$ cat src/hw/rtl/usp_pkg.sv
// Shared types and constants for the UPS status line parser.
// Used by every module of the block; it depends on nothing else.
`timescale 1ns / 1ps

package usp_pkg;

   // Longest accepted line, counting its carriage return.
   localparam int LINE_MAX = 256;
   localparam int LINE_BYTES_W = $clog2(LINE_MAX);

   localparam logic [7:0] BYTE_CR = 8'h0D;
   localparam logic [7:0] BYTE_SPACE = 8'h20;
   localparam logic [7:0] BYTE_ONE = 8'h31;

   localparam logic [3:0] TOKEN_SPACES = 4'd7;
   localparam logic [3:0] SPACES_MAX = 4'd15;
   localparam logic [2:0] TOKEN_POS_MAX = 3'd7;
   localparam logic [7:0] COUNT_MAX = 8'hFF;
   localparam logic [7:0] THRESHOLD_RESET = 8'd5;

   // Positions within the eighth token that carry the status flags.
   localparam logic [2:0] POS_UTILITY_FAIL = 3'd0;
   localparam logic [2:0] POS_BATTERY_LOW = 3'd1;
   localparam logic [2:0] POS_UPS_FAILED = 3'd3;

   typedef enum logic [1:0] {
      LINE_SHORT = 2'd0,
      LINE_ACK = 2'd1,
      LINE_STATUS = 2'd2,
      LINE_MALFORMED = 2'd3
   } line_kind_type;

   typedef struct packed {
      logic [LINE_BYTES_W-1:0] line_bytes;
      logic [3:0] spaces_seen;
      logic [2:0] token_pos;
      logic [2:0] captured;
      logic overflow;
   } line_state_type;

   typedef struct packed {
      line_kind_type line_kind;
      logic utility_fail_now;
      logic battery_low_now;
      logic ups_failed_now;
      logic power_abnormal_alarm;
      logic battery_low_alarm;
      logic ac_off_alarm;
   } result_type;

endpackage

$ cat src/hw/rtl/usp_line_tracker.sv
// Per-line scan state: byte count, space count and eighth-token flag capture.
// Depends on usp_pkg.
`timescale 1ns / 1ps

module usp_line_tracker
   import usp_pkg::*;
(
   input  logic clock,
   input  logic reset,
   input  logic step_en,
   input  logic [7:0] rx_byte,
   output line_state_type line_state
);

   line_state_type state_ff;
   line_state_type state_in;

   always_comb begin
      state_in = state_ff;
      if (step_en) begin
         if (rx_byte == BYTE_CR) begin
            state_in = '0;
         end else begin
            if (state_ff.line_bytes == LINE_BYTES_W'(LINE_MAX - 1)) begin
               state_in.overflow = 1'b1;
            end else begin
               state_in.line_bytes = state_ff.line_bytes + 1'b1;
            end
            if (rx_byte == BYTE_SPACE) begin
               if (state_ff.spaces_seen != SPACES_MAX) begin
                  state_in.spaces_seen = state_ff.spaces_seen + 1'b1;
               end
               state_in.token_pos = '0;
            end else if (state_ff.spaces_seen == TOKEN_SPACES) begin
               if (rx_byte == BYTE_ONE) begin
                  if (state_ff.token_pos == POS_UTILITY_FAIL) begin
                     state_in.captured[0] = 1'b1;
                  end
                  if (state_ff.token_pos == POS_BATTERY_LOW) begin
                     state_in.captured[1] = 1'b1;
                  end
                  if (state_ff.token_pos == POS_UPS_FAILED) begin
                     state_in.captured[2] = 1'b1;
                  end
               end
               if (state_ff.token_pos != TOKEN_POS_MAX) begin
                  state_in.token_pos = state_ff.token_pos + 1'b1;
               end
            end
         end
      end
   end

   always_ff @(posedge clock) begin
      if (reset) begin
         state_ff <= '0;
      end else begin
         state_ff <= state_in;
      end
   end

   assign line_state = state_ff;

endmodule

$ cat src/hw/rtl/usp_status_eval.sv
// Line classification at carriage return, consecutive-line counters and alarms.
// Depends on usp_pkg.
`timescale 1ns / 1ps

module usp_status_eval
   import usp_pkg::*;
(
   input  logic clock,
   input  logic reset,
   input  logic line_end,
   input  line_state_type line_state,
   input  logic [7:0] alarm_threshold,
   output result_type result
);

   logic [7:0] fail_count_ff, fail_count_in;
   logic [7:0] battery_low_count_ff, battery_low_count_in;
   logic [7:0] ac_stop_count_ff, ac_stop_count_in;
   line_kind_type kind;
   logic [2:0] now_bits;

   function automatic logic [7:0] bump(input logic [7:0] count, input logic present);
      logic [7:0] next;
      next = '0;
      if (present) begin
         next = (count == COUNT_MAX) ? count : count + 1'b1;
      end
      return next;
   endfunction

   always_comb begin
      if (line_state.overflow) begin
         kind = LINE_MALFORMED;
      end else if (line_state.line_bytes <= LINE_BYTES_W'(2)) begin
         kind = LINE_SHORT;
      end else if (line_state.line_bytes == LINE_BYTES_W'(3)) begin
         kind = LINE_ACK;
      end else if (line_state.spaces_seen != TOKEN_SPACES) begin
         kind = LINE_MALFORMED;
      end else begin
         kind = LINE_STATUS;
      end
   end

   assign now_bits = (kind == LINE_STATUS) ? line_state.captured : 3'b000;

   always_comb begin
      fail_count_in = fail_count_ff;
      battery_low_count_in = battery_low_count_ff;
      ac_stop_count_in = ac_stop_count_ff;
      if (kind == LINE_STATUS) begin
         ac_stop_count_in = bump(ac_stop_count_ff, now_bits[0]);
         battery_low_count_in = bump(battery_low_count_ff, now_bits[1]);
         fail_count_in = bump(fail_count_ff, now_bits[2]);
      end
   end

   always_ff @(posedge clock) begin
      if (reset) begin
         fail_count_ff <= '0;
         battery_low_count_ff <= '0;
         ac_stop_count_ff <= '0;
      end else if (line_end) begin
         fail_count_ff <= fail_count_in;
         battery_low_count_ff <= battery_low_count_in;
         ac_stop_count_ff <= ac_stop_count_in;
      end
   end

   // Alarms look at the counters as they stand after this line.
   always_comb begin
      result.line_kind = kind;
      result.utility_fail_now = now_bits[0];
      result.battery_low_now = now_bits[1];
      result.ups_failed_now = now_bits[2];
      result.power_abnormal_alarm = (fail_count_in >= alarm_threshold);
      result.battery_low_alarm = (battery_low_count_in >= alarm_threshold);
      result.ac_off_alarm = (ac_stop_count_in >= alarm_threshold);
   end

endmodule

$ cat src/hw/rtl/ups_status_line_parser.sv
// Top level of the UPS status line parser: input register, line scan, result register.
// Depends on usp_pkg, usp_line_tracker and usp_status_eval.
`timescale 1ns / 1ps

// Channel   Direction  Handshake              Payload
// req_      in         req_valid / req_ready  req_rx_byte (one reply byte per beat)
// rsp_      out        rsp_valid / rsp_ready  rsp_line_kind, three flags, three alarms
// csr_      in         csr_wr_en              csr_wr_data (alarm threshold)
//
// One byte beat is taken every cycle unless a carriage return is held in the input
// register. A byte waits in the input register, then the line scan updates from it;
// a carriage return also loads the result register, so rsp_valid rises in the
// cycle after it leaves the input register and holds until rsp_ready takes the beat.
// Reset clears the line state, the counters and both valid flags, and sets the threshold
// to five. A stalled result only holds back a carriage return waiting in the input
// register; ordinary bytes keep flowing past a full result register.

module ups_status_line_parser
   import usp_pkg::*;
(
   input  logic clock,
   input  logic reset,

   input  logic req_valid,
   output logic req_ready,
   input  logic [7:0] req_rx_byte,

   output logic rsp_valid,
   input  logic rsp_ready,
   output logic [1:0] rsp_line_kind,
   output logic rsp_utility_fail_now,
   output logic rsp_battery_low_now,
   output logic rsp_ups_failed_now,
   output logic rsp_power_abnormal_alarm,
   output logic rsp_battery_low_alarm,
   output logic rsp_ac_off_alarm,

   input  logic csr_wr_en,
   input  logic [7:0] csr_wr_data
);

   logic in_valid_ff, in_valid_in;
   logic [7:0] in_byte_ff;
   logic rsp_valid_ff, rsp_valid_in;
   result_type rsp_data_ff;
   logic [7:0] threshold_ff;

   logic in_is_cr;
   logic out_free;
   logic advance;
   logic line_end;
   line_state_type line_state;
   result_type result;

   // A byte in the input register moves on unless it is a carriage return
   // and the result register still holds a beat nobody has taken.
   assign in_is_cr = (in_byte_ff == BYTE_CR);
   assign out_free = !rsp_valid_ff || rsp_ready;
   assign advance = in_valid_ff && (!in_is_cr || out_free);
   assign line_end = advance && in_is_cr;
   assign req_ready = !in_valid_ff || advance;

   assign in_valid_in = req_ready ? req_valid : in_valid_ff;

   always_comb begin
      rsp_valid_in = rsp_valid_ff;
      if (line_end) begin
         rsp_valid_in = 1'b1;
      end else if (rsp_ready) begin
         rsp_valid_in = 1'b0;
      end
   end

   always_ff @(posedge clock) begin
      if (reset) begin
         in_valid_ff <= 1'b0;
         rsp_valid_ff <= 1'b0;
         threshold_ff <= THRESHOLD_RESET;
      end else begin
         in_valid_ff <= in_valid_in;
         rsp_valid_ff <= rsp_valid_in;
         if (csr_wr_en) begin
            threshold_ff <= csr_wr_data;
         end
      end
   end

   always_ff @(posedge clock) begin
      if (req_valid && req_ready) begin
         in_byte_ff <= req_rx_byte;
      end
      if (line_end) begin
         rsp_data_ff <= result;
      end
   end

   usp_line_tracker u_line_tracker (
      .clock      (clock),
      .reset      (reset),
      .step_en    (advance),
      .rx_byte    (in_byte_ff),
      .line_state (line_state)
   );

   usp_status_eval u_status_eval (
      .clock           (clock),
      .reset           (reset),
      .line_end        (line_end),
      .line_state      (line_state),
      .alarm_threshold (threshold_ff),
      .result          (result)
   );

   assign rsp_valid = rsp_valid_ff;
   assign rsp_line_kind = rsp_data_ff.line_kind;
   assign rsp_utility_fail_now = rsp_data_ff.utility_fail_now;
   assign rsp_battery_low_now = rsp_data_ff.battery_low_now;
   assign rsp_ups_failed_now = rsp_data_ff.ups_failed_now;
   assign rsp_power_abnormal_alarm = rsp_data_ff.power_abnormal_alarm;
   assign rsp_battery_low_alarm = rsp_data_ff.battery_low_alarm;
   assign rsp_ac_off_alarm = rsp_data_ff.ac_off_alarm;

endmodule
$ cat config.mk
export PLATFORM = sky130hd
export DESIGN_NAME = ups_status_line_parser
export DESIGN_NICKNAME = d
export VERILOG_FILES = /design/src/hw/rtl/usp_pkg.sv /design/src/hw/rtl/usp_line_tracker.sv /design/src/hw/rtl/usp_status_eval.sv /design/src/hw/rtl/ups_status_line_parser.sv
export SDC_FILE = /design/constraint.sdc
export NUM_CORES = 1
export LEC_CHECK = 0
export BUFFER_PORTS_ARGS = -buffer_cell sky130_fd_sc_hd__buf_4
export CAP_MARGIN = 0
export CORE_MARGIN = 2
export CORE_UTILIZATION = 45
export CTS_CLUSTER_DIAMETER = 30
export DETAILED_ROUTE_END_ITERATION = 10
export GPL_ROUTABILITY_DRIVEN = 0
export GPL_TIMING_DRIVEN = 0
export PLACE_DENSITY = 0.69
export REMOVE_ABC_BUFFERS = 1
export SYNTH_ARGS = -nofsm -noshare
export SYNTH_HDL_FRONTEND = slang
export SYNTH_SLANG_ARGS = --single-unit
$ cat constraint.sdc
create_clock -name clock -period 9.8 [get_ports clock]
set_clock_uncertainty 0.2 [all_clocks]
set_input_delay 0.49 -clock clock [delete_from_list [all_inputs] [get_ports clock]]
set_output_delay 0.49 -clock clock [all_outputs]
set_load 0.02 [all_outputs]
==> flow_metrics.py, run 1 <==
metrics = {
    "critical_path": {
        "worstPathMaxFanout": 22,
        "crit_type": "register to register",
        "endpoint_kind": "register",
        "worstPathRequired_ns": 9.67,
        "cp_data_arrival_time_ns": 3.89,
        "cp-start-kind": "register",
    },
    "power_and_ir_drop": {
        "max-vdd-ir-drop_v": 0.0000655,
        "finalPower_mw": 0.564,
        "p_leak_nw": 1.67,
        "cellPowerDensity_mw_per_mm2": 122,
    },
    "logic_synthesis": {
        "yosysTopAreaCellShare_pct": 25.6,
        "synth-xor-area-share_pct": 1.06,
        "synth_edf_count": 16,
        "synth_top_area_cell": "dfxtp_1",
        "ys_warn_count": 0,
        "syn-cell-area_mm2": 0.00414,
        "muxShareOfSynthArea_pct": 1.69,
        "avgSynthCellArea_um2": 8.52,
        "synthFlopType": "dfxtp_1",
        "synth.area.top_cells": "dfxtp_1 26%, edfxtp_1 12%, ha_1 11%",
        "synth_cell_types": 58,
        "synth_common_cells": "64 x a21oi_1, 53 x dfxtp_1, 48 x nand2_1",
        "synth_async_sr_flop_share_pct": 0,
        "synth-simple-area-share_pct": 23.7,
        "seq_area_frac_synth_pct": 37.2,
        "yosysMostFrequentCell": "a21oi_1",
        "ys_seq_elements": 69,
        "synth_compound_area_share_pct": 21.5,
        "yosys.area_share.adder_pct": 10.6,
        "synth_top_family_by_area": "simple AND/OR/NAND/NOR gates",
        "syn_inst": 486,
    },
    "sta": {
        "hold_viol": 0,
        "fin_setup_tns_ns": 0,
        "period_share_pct": 41.0,
        "report.final.slew_viol_count": 0,
        "tightest_slew_ns": 0.902,
        "relSlewSlack_pct": 39.4,
        "layout_min_cycle_time_ns": 4.01,
        "rsz0062_at_grt": "false",
        "hold_slack_ns": 0.108,
        "setup_viol": 0,
        "max_freq_ghz": 0.249,
    },
    "die": {
        "die_w_um": 99.9,
        "coreArea_mm2": 0.00906,
        "die_area_mm2": 0.00998,
        "fp.dieH_um": 99.9,
        "pin_count": 31,
        "num_rows": 35,
        "initial_core_util_pct": 45.7,
    },
    "outcome": {
        "status": "finished, final reports clean",
    },
    "grt": {
        "globalRouteOverflowTotal": 0,
        "grt_first_pass_wirelength_mm": 15.6,
        "grt_start_max_net_pins": 43,
        "first_global_vias": 3364,
        "grt_antenna_before_repair": 0,
        "grt_use_total_pct": 19.4,
    },
    "clock_tree": {
        "cts_inserted_buffers": 9,
        "htree_levels": 3,
        "ctsHoldBuffers": 0,
        "tritoncts": "yes",
        "clk_path_buf_depth": 2,
        "clkTransAtPathRegs_ns": 0.08,
        "clk_latency_ns": 0.35,
        "cts-resized-gates": 0,
        "root_buffer": "clkbuf_8",
        "post-cts-setup-buffer-count": 0,
        "cts.sinks": 69,
    },
    "detailed_routing": {
        "drtIter0Drc": 155,
        "drc_errors": 0,
        "wl_mm": 9.49,
        "detail-route-antenna-nets": 0,
        "vias": 3682,
        "viasPerCell": 5.92,
        "post_drt_wl_per_cell_um": 15.3,
        "dr.pass1.iters": 5,
    },
    "placement": {
        "dp_hpwl_mm": 6.75,
        "port_buffers": 30,
    },
    "finish": {
        "syn_to_final_growth_pct": 11.9,
        "drive_gt1_share_pct": 11.7,
        "diodes": 0,
        "num-nets-final": 562,
    },
    "run": {
        "max-cap-violations": 0,
    },
    "min_path": {
        "holdCritPathClass": "input port to register",
    },
}
[final cells by class]
type / count / area (um2)
Fill cell: 873 / 4430
Multi-Input combinational cell: 375 / 2430
Sequential cell: 69 / 1540
Timing Repair Buffer: 32 / 255
Tap cell: 111 / 139
Clock buffer: 9 / 124
Inverter: 19 / 71.3
Clock inverter: 7 / 66.3
[worst paths after layout]
check	endpoint	startpoint	slack (ns)	depth (start not counted)
max	rsp_battery_low_alarm$_DFFE_PP_	u_line_tracker.line_state[11]$_SDFFE_PP0P_	5.79	13
min	in_byte_ff[7]$_DFFE_PP_	req_rx_byte[7]	0.11	1
max reg2reg	rsp_battery_low_alarm$_DFFE_PP_	u_line_tracker.line_state[11]$_SDFFE_PP0P_	5.79	13
min reg2reg	u_line_tracker.line_state[5]$_SDFFE_PP0P_	u_line_tracker.line_state[5]$_SDFFE_PP0P_	0.28	2
[per-stage QoR]
| step | area [um2] | setup WS, ns | utilization [%] | instances |
|---|---|---|---|---|
| detailed placement | 4440 | 5.87 | 49.0 | 606 |
| finish | 4630 | 5.79 | 51.1 | 622 |
| CTS | 4630 | 5.84 | 51.1 | 622 |
| global placement | 4400 | 4.44 | 48.5 | 604 |
| floorplan | 4040 | 5.43 | - | 463 |
| global route | 4630 | 5.61 | 51.1 | 622 |
[state kept, by name (all words and copies together), names as in the netlist]
signal                              flops
u_line_tracker.line_state              19
in_byte_ff                              8
threshold_ff                            8
u_status_eval.ac_stop_count_ff          8
u_status_eval.battery_low_count_ff      8
u_status_eval.fail_count_ff             8
rsp_line_kind                           2
in_valid_ff                             1
rsp_ac_off_alarm                        1
rsp_battery_low_alarm                   1
rsp_battery_low_now                     1
rsp_power_abnormal_alarm                1
rsp_ups_failed_now                      1
rsp_utility_fail_now                    1
rsp_valid                               1
[worst max-delay path, stage by stage, from the launching register on]
cell	delay, ns
dfxtp_1	0.39
inv_1	0.06
ha_1	0.19
or3b_1	0.44
a311oi_4	0.62
buf_8	0.25
buf_8	0.19
a21oi_1	0.08
a21oi_1	0.18
ha_1	0.28
a2111oi_0	0.58
nand2_1	0.08
o21ai_0	0.09
a31oi_1	0.07
[cells by family after synthesis]
kind of cell,after synthesis
simple gates,182
compound gates,146
flops,69
buf+inv,42
fa+ha+maj,35
mux,7
xor+xnor,5
[layer usage]
| layer | routed length, um | vias to the layer above | global-route usage [%] |
|---|---|---|---|
| met3 | 395 | 10 | 4.32 |
| met5 | 0 | - | 0 |
| met2 | 4800 | 83 | 35.3 |
| met4 | 103 | 0 | 5.37 |
| met1 | 4190 | 1740 | 23.1 |
| li1 | - | 1849 | - |
[report_power, final]
part	total, mW	switching (mW)	internal (mW)
combinational	0.0330	0.0181	0.0149
clock	0.231	0.114	0.116
sequential	0.301	0.00474	0.296
total	0.564	0.137	0.427
[placed cells by master (no fill, tap or decap), drive strengths merged, types with 5 or more instances in the layout]
| cell | count |
|---|---|
| a211oi | 18 |
| a21oi | 64 |
| a31oi | 17 |
| and2 | 6 |
| and3 | 14 |
| buf | 32 |
| clkbuf | 9 |
| clkinv | 6 |
| dfxtp | 53 |
| edfxtp | 16 |
| ha | 35 |
| inv | 19 |
| mux2i | 7 |
| nand2 | 49 |
| nand2b | 11 |
| nand3 | 21 |
| nand4 | 7 |
| nand4b | 8 |
| nor2 | 30 |
| nor2b | 5 |
| nor3 | 6 |
| nor4 | 6 |
| o21ai | 21 |
No activity file was read; power rests on OpenSTA's default activity.
==> run 2, diff against run 1 <==
Settings changed: PLACE_DENSITY 0.69 to 0.71.
Clock period 9.8 ns to 3.6 ns, I/O delays scaled along.
==> flow_metrics.py, run 2 (same netlist as run 1, synthesis figures left out) <==
metrics = {
    "finish": {
        "regArea_mm2": 0.00154,
        "fin_util_pct": 55.0,
        "stdcell_area_mm2": 0.00498,
        "syn_to_final_growth_pct": 20.3,
        "diodes": 0,
        "most-common-layout-cells": "63 x a21oi_1, 52 x dfxtp_1, 48 x nand2_1",
        "drive_gt1_share_pct": 13.0,
        "layout_commonest_cell": "a21oi_1",
        "multi_input_area_mm2": 0.00246,
        "fillers": 806,
        "regMostFlops": "u_line_tracker.line_state",
        "largest_reg_flops": 19,
        "num-nets-final": 589,
    },
    "sta": {
        "hold_viol": 0,
        "tightest_slew_ns": 0.925,
        "relSlewSlack_pct": 37.8,
        "period_share_pct": 97.3,
        "layout_min_cycle_time_ns": 3.50,
        "report.final.slew_viol_count": 0,
        "setup_viol": 0,
        "max_freq_ghz": 0.286,
        "hold_slack_ns": 0.0123,
        "fin_setup_tns_ns": 0,
    },
    "critical_path": {
        "worstPathRequired_ns": 3.47,
        "ff2ff_setup_slack_ns": 0.1,
        "crit_type": "register to register",
        "worstPathMaxFanout": 5,
        "crit_path_top_delay_cell": "a2111oi_1",
        "cp-start-kind": "register",
        "crit_chain": "inv_1, ha_1, or3b_4, a311oi_4, buf_8, a21oi_1, a21oi_1, ha_1, a2111oi_1, nand2_1, o21ai_0, a31oi_1",
        "endpoint_kind": "register",
        "cp_data_arrival_time_ns": 3.37,
        "cp_top_family": "compound AO/OA/AOI/OAI gates",
        "slowest_delay_ns": 0.58,
        "crit_buf_inv": 2,
    },
    "detailed_routing": {
        "drtIter0Drc": 148,
        "vias": 3737,
        "detail-route-antenna-nets": 0,
        "post_drt_wl_per_cell_um": 15.1,
        "dr.pass1.iters": 4,
        "viasPerCell": 5.76,
        "drc_errors": 0,
        "wl_mm": 9.79,
    },
    "clock_tree": {
        "cts.sinks": 69,
        "clk_latency_ns": 0.34,
        "htree_levels": 3,
        "cts_inserted_buffers": 9,
        "root_buffer": "clkbuf_8",
        "tritoncts": "yes",
        "clk_path_buf_depth": 2,
        "clkTransAtPathRegs_ns": 0.08,
    },
    "die": {
        "fp.dieH_um": 99.9,
        "num_rows": 35,
        "initial_core_util_pct": 45.7,
        "pin_count": 31,
        "die_w_um": 99.9,
        "die_area_mm2": 0.00998,
        "coreArea_mm2": 0.00906,
    },
    "power_and_ir_drop": {
        "cellPowerDensity_mw_per_mm2": 325,
        "finalPower_mw": 1.62,
        "max-vdd-ir-drop_v": 0.000181,
        "p_leak_nw": 1.81,
    },
    "placement": {
        "dp_hpwl_mm": 6.54,
        "port_buffers": 30,
        "placedInstanceArea_mm2": 0.00445,
    },
    "grt": {
        "first_global_vias": 3470,
        "grt_antenna_before_repair": 0,
        "globalRouteOverflowTotal": 0,
        "grt_use_total_pct": 20.0,
        "grt_start_max_net_pins": 43,
        "grt_first_pass_wirelength_mm": 16.2,
    },
    "min_path": {
        "holdCritPathClass": "input port to register",
    },
    "outcome": {
        "status": "finished, final reports clean",
    },
    "run": {
        "max-cap-violations": 0,
    },
}
-- run 2: cell types whose count changed in the layout (fill, tap and decap cells not counted), sizes merged --
| cell | before | now |
|---|---|---|
| buf | 32 | 36 |
| dlygate4sd3 | 0 | 21 |
| clkinvlp | 0 | 1 |
| clkinv | 6 | 1 |
| bufbuf | 0 | 1 |
| bufinv | 1 | 2 |
| clkbuf | 9 | 13 |
-- run 2: tightest hold or removal path, delay by kind of cell --
kind | cells | cell delay (ns)
muxes | 1 | 0.09
and+or+nand+nor | 1 | 0.07
buffers and inverters | 1 | 0.18
-- run 2: cell type report --
class	count	share of cell area [%]
clock buffer	12	2.71
clock inverter	4	1.46
inverter	19	1.43
multi-input combinational	375	49.3
sequential	69	31.0
tap	111	2.79
timing repair buffer	59	11.4
-- run 2: what timing repair did --
item | CTS | global route
pin swaps | 1 | 1
setup buffers | 0 | 4
hold buffers | 21 | 0
hold endpoints to repair | 17 | 0
setup endpoints to repair | 25 | 3
gates resized for setup | 3 | 9
cloned | 1 | 1
-- run 2: power by group --
part	internal [mW]	total, mW	switching (mW)	leakage (nW)
registers	0.806	0.819	0.0131	0.592
logic	0.0563	0.108	0.0522	1.12
clock network	0.391	0.691	0.301	0.101
total	1.25	1.62	0.366	1.81
-- run 2: metal layers --
metal	global-route usage, %	part of all wire, %
met2	35.7	50
met1	24.5	44
met3	3.90	3.6
met4	5.58	1.8
met5	0	0
-- run 2: per-stage QoR --
step	instances	worst slack [ns]
after floorplan	463	-0.772
after global placement	604	-1.80
after detailed placement	606	-0.200
after CTS	644	0.00513
after global routing	649	-0.0148
final	649	0.0990
-- run 2: path summary, 6_finish.rpt --
check                                         endpoint                                        from  cells past startpoint
max                 rsp_power_abnormal_alarm$_DFFE_PP_  u_line_tracker.line_state[11]$_SDFFE_PP0P_                     12
max reg2reg         rsp_power_abnormal_alarm$_DFFE_PP_  u_line_tracker.line_state[11]$_SDFFE_PP0P_                     12
min reg2reg  u_line_tracker.line_state[5]$_SDFFE_PP0P_   u_line_tracker.line_state[5]$_SDFFE_PP0P_                      2
min                       threshold_ff[3]$_SDFFE_PP0P_                                   csr_wr_en                      3
==> run 3, diff against run 2 <==
Settings changed: CORE_ASPECT_RATIO from default to 2.
==> flow_metrics.py, run 3 (same netlist as run 1, synthesis figures left out) <==
metrics = {
    "die": {
        "die_w_um": 71.8,
        "coreArea_mm2": 0.00895,
        "initial_core_util_pct": 46.3,
        "fp.dieH_um": 140,
        "num_rows": 49,
        "pin_count": 31,
        "die_area_mm2": 0.0100,
    },
    "finish": {
        "syn_to_final_growth_pct": 19.8,
        "layout_commonest_cell": "a21oi_1",
        "diodes": 0,
        "stdcell_area_mm2": 0.00496,
        "regMostFlops": "u_line_tracker.line_state",
        "drive_gt1_share_pct": 12.5,
        "fin_util_pct": 55.4,
        "largest_reg_flops": 19,
        "num-nets-final": 585,
        "most-common-layout-cells": "64 x a21oi_1, 53 x dfxtp_1, 48 x nand2_1",
    },
    "power_and_ir_drop": {
        "cellPowerDensity_mw_per_mm2": 354,
        "max-vdd-ir-drop_v": 0.000276,
        "p_switching_mw": 0.394,
        "p_sw_share_pct": 22.4,
        "seq_power_share_pct": 46.8,
        "power_frac_comb_pct": 6.1,
        "p_clk_share_pct": 47.1,
        "p_int_mw": 1.36,
        "p_leak_nw": 1.82,
    },
    "clock_tree": {
        "cts_inserted_buffers": 9,
        "tritoncts": "yes",
        "root_buffer": "clkbuf_16",
        "clk_latency_ns": 0.34,
        "clk_path_buf_depth": 2,
        "cts.sinks": 69,
        "clkTransAtPathRegs_ns": 0.05,
        "htree_levels": 3,
    },
    "sta": {
        "max_freq_ghz": 0.295,
        "period_share_pct": 94.3,
        "hold_slack_ns": 0.0110,
        "setup_viol": 0,
        "report.final.slew_viol_count": 0,
        "tightest_slew_ns": 0.945,
        "rsz0062_at_grt": "false",
        "hold_viol": 0,
        "layout_min_cycle_time_ns": 3.40,
        "fin_setup_tns_ns": 0,
        "relSlewSlack_pct": 36.4,
    },
    "critical_path": {
        "cp-start-kind": "register",
        "crit_type": "register to register",
        "worstPathMaxFanout": 21,
        "timing.rr.start": "u_line_tracker.line_state[11]$_SDFFE_PP0P_",
        "ff2ff_setup_slack_ns": 0.20,
        "endpoint_kind": "register",
        "cp_data_arrival_time_ns": 3.27,
        "rr_endpoint": "rsp_power_abnormal_alarm$_DFFE_PP_",
        "worst_r2r_path_depth": 14,
        "worstPathRequired_ns": 3.47,
    },
    "detailed_routing": {
        "wl_mm": 10.2,
        "post_drt_wl_per_cell_um": 16.0,
        "detail-route-antenna-nets": 0,
        "drtIter0Drc": 321,
        "dr.pass1.iters": 5,
        "viasPerCell": 6.04,
        "vias": 3840,
        "drc_errors": 0,
    },
    "outcome": {
        "status": "finished, final reports clean",
    },
    "min_path": {
        "min_path_cells": 3,
        "holdCritPathClass": "input port to register",
        "hold_path_startpoint": "rsp_ready",
        "min_to": "rsp_valid$_SDFFE_PP0P_",
    },
    "grt": {
        "grt_first_pass_wirelength_mm": 16.4,
        "grt_start_max_net_pins": 43,
        "globalRouteOverflowTotal": 0,
        "first_global_vias": 3607,
        "grt_use_total_pct": 20.8,
        "grt_antenna_before_repair": 0,
    },
    "run": {
        "max-cap-violations": 0,
    },
    "placement": {
        "dp_hpwl_mm": 7.26,
        "port_buffers": 30,
        "placedInstanceArea_mm2": 0.00443,
    },
}
-- run 3: changes by cell type in the layout (fill, tap and decap cells not counted), sizes merged --
cell         change
bufinv           -2
clkinv           +2
dlygate4sd3      -2
clkbuf           -1
bufbuf           -1
-- run 3: layer usage --
layer	up-vias	wire length, um	GRT usage (%)
met2	93	5690	38.7
met3	28	332	3.62
li1	1902	-	-
met1	1817	3740	20.3
met5	-	0	0
met4	0	408	12.7
-- run 3: area by class of cell --
type | instances | area [um2]
clock inverters | 4 | 22.5
well taps | 102 | 128
multi-input cells | 375 | 2470
clock buffers | 12 | 256
repair buffers | 55 | 475
fillers | 795 | 3990
inverters | 19 | 71.3
flip-flops and latches | 69 | 1540
-- run 3: what timing repair did --
item | 4_1_cts | 5_1_grt
hold buffers | 19 | 0
gates resized for setup | 1 | 7
buffers inserted | 4 | 0
pin swaps | 1 | 0
endpoints found under the setup margin | 26 | 3
hold endpoints to repair | 17 | 0
-- run 3: per-stage QoR --
step | total power, mW | setup slack [ns] | cells
after floorplan | 0.882 | -0.772 | 463
after global placement | 0.922 | -1.82 | 595
after detailed placement | 0.926 | -0.286 | 597
after CTS | 1.77 | 0.0818 | 636
after global routing | 1.81 | 0.0166 | 636
final | 1.76 | 0.205 | 636
-- run 3: critical path: stages (launching register included) --
cell and delay (ns):
dfxtp_1 0.41, inv_1 0.06, ha_1 0.20, or3b_1 0.44
a311oi_4 0.32, buf_4 0.19, buf_8 0.16, nand4b_1 0.10
and3_1 0.21, ha_1 0.26, nand2b_1 0.14, a21oi_1 0.15
nor2b_1 0.06, o21ai_0 0.15, a31oi_1 0.10
-- run 3: worst max path at each step --
stage                     cells after the start  slack, ns                                             end                                        from
after CTS                                    12       0.08                 rsp_battery_low_alarm$_DFFE_PP_  u_line_tracker.line_state[11]$_SDFFE_PP0P_
after global placement                        7      -1.82  u_status_eval.ac_stop_count_ff[7]$_SDFFE_PP0P_  u_line_tracker.line_state[11]$_SDFFE_PP0P_
after floorplan                              11      -0.77                 rsp_battery_low_alarm$_DFFE_PP_  u_line_tracker.line_state[11]$_SDFFE_PP0P_
final                                        14       0.20              rsp_power_abnormal_alarm$_DFFE_PP_  u_line_tracker.line_state[11]$_SDFFE_PP0P_
after detailed placement                      8      -0.29  u_status_eval.ac_stop_count_ff[6]$_SDFFE_PP0P_  u_line_tracker.line_state[11]$_SDFFE_PP0P_
after global routing                         14       0.02              rsp_power_abnormal_alarm$_DFFE_PP_  u_line_tracker.line_state[11]$_SDFFE_PP0P_
-- run 3: power by group through the flow --
stage,Sequential [mW],Clock [mW],Combinational [mW]
after floorplan,0.833,0,0.0490
after global placement,0.835,0,0.0867
after detailed placement,0.837,0,0.0895
after CTS,0.820,0.843,0.107
after global routing,0.822,0.872,0.120
final,0.821,0.827,0.107
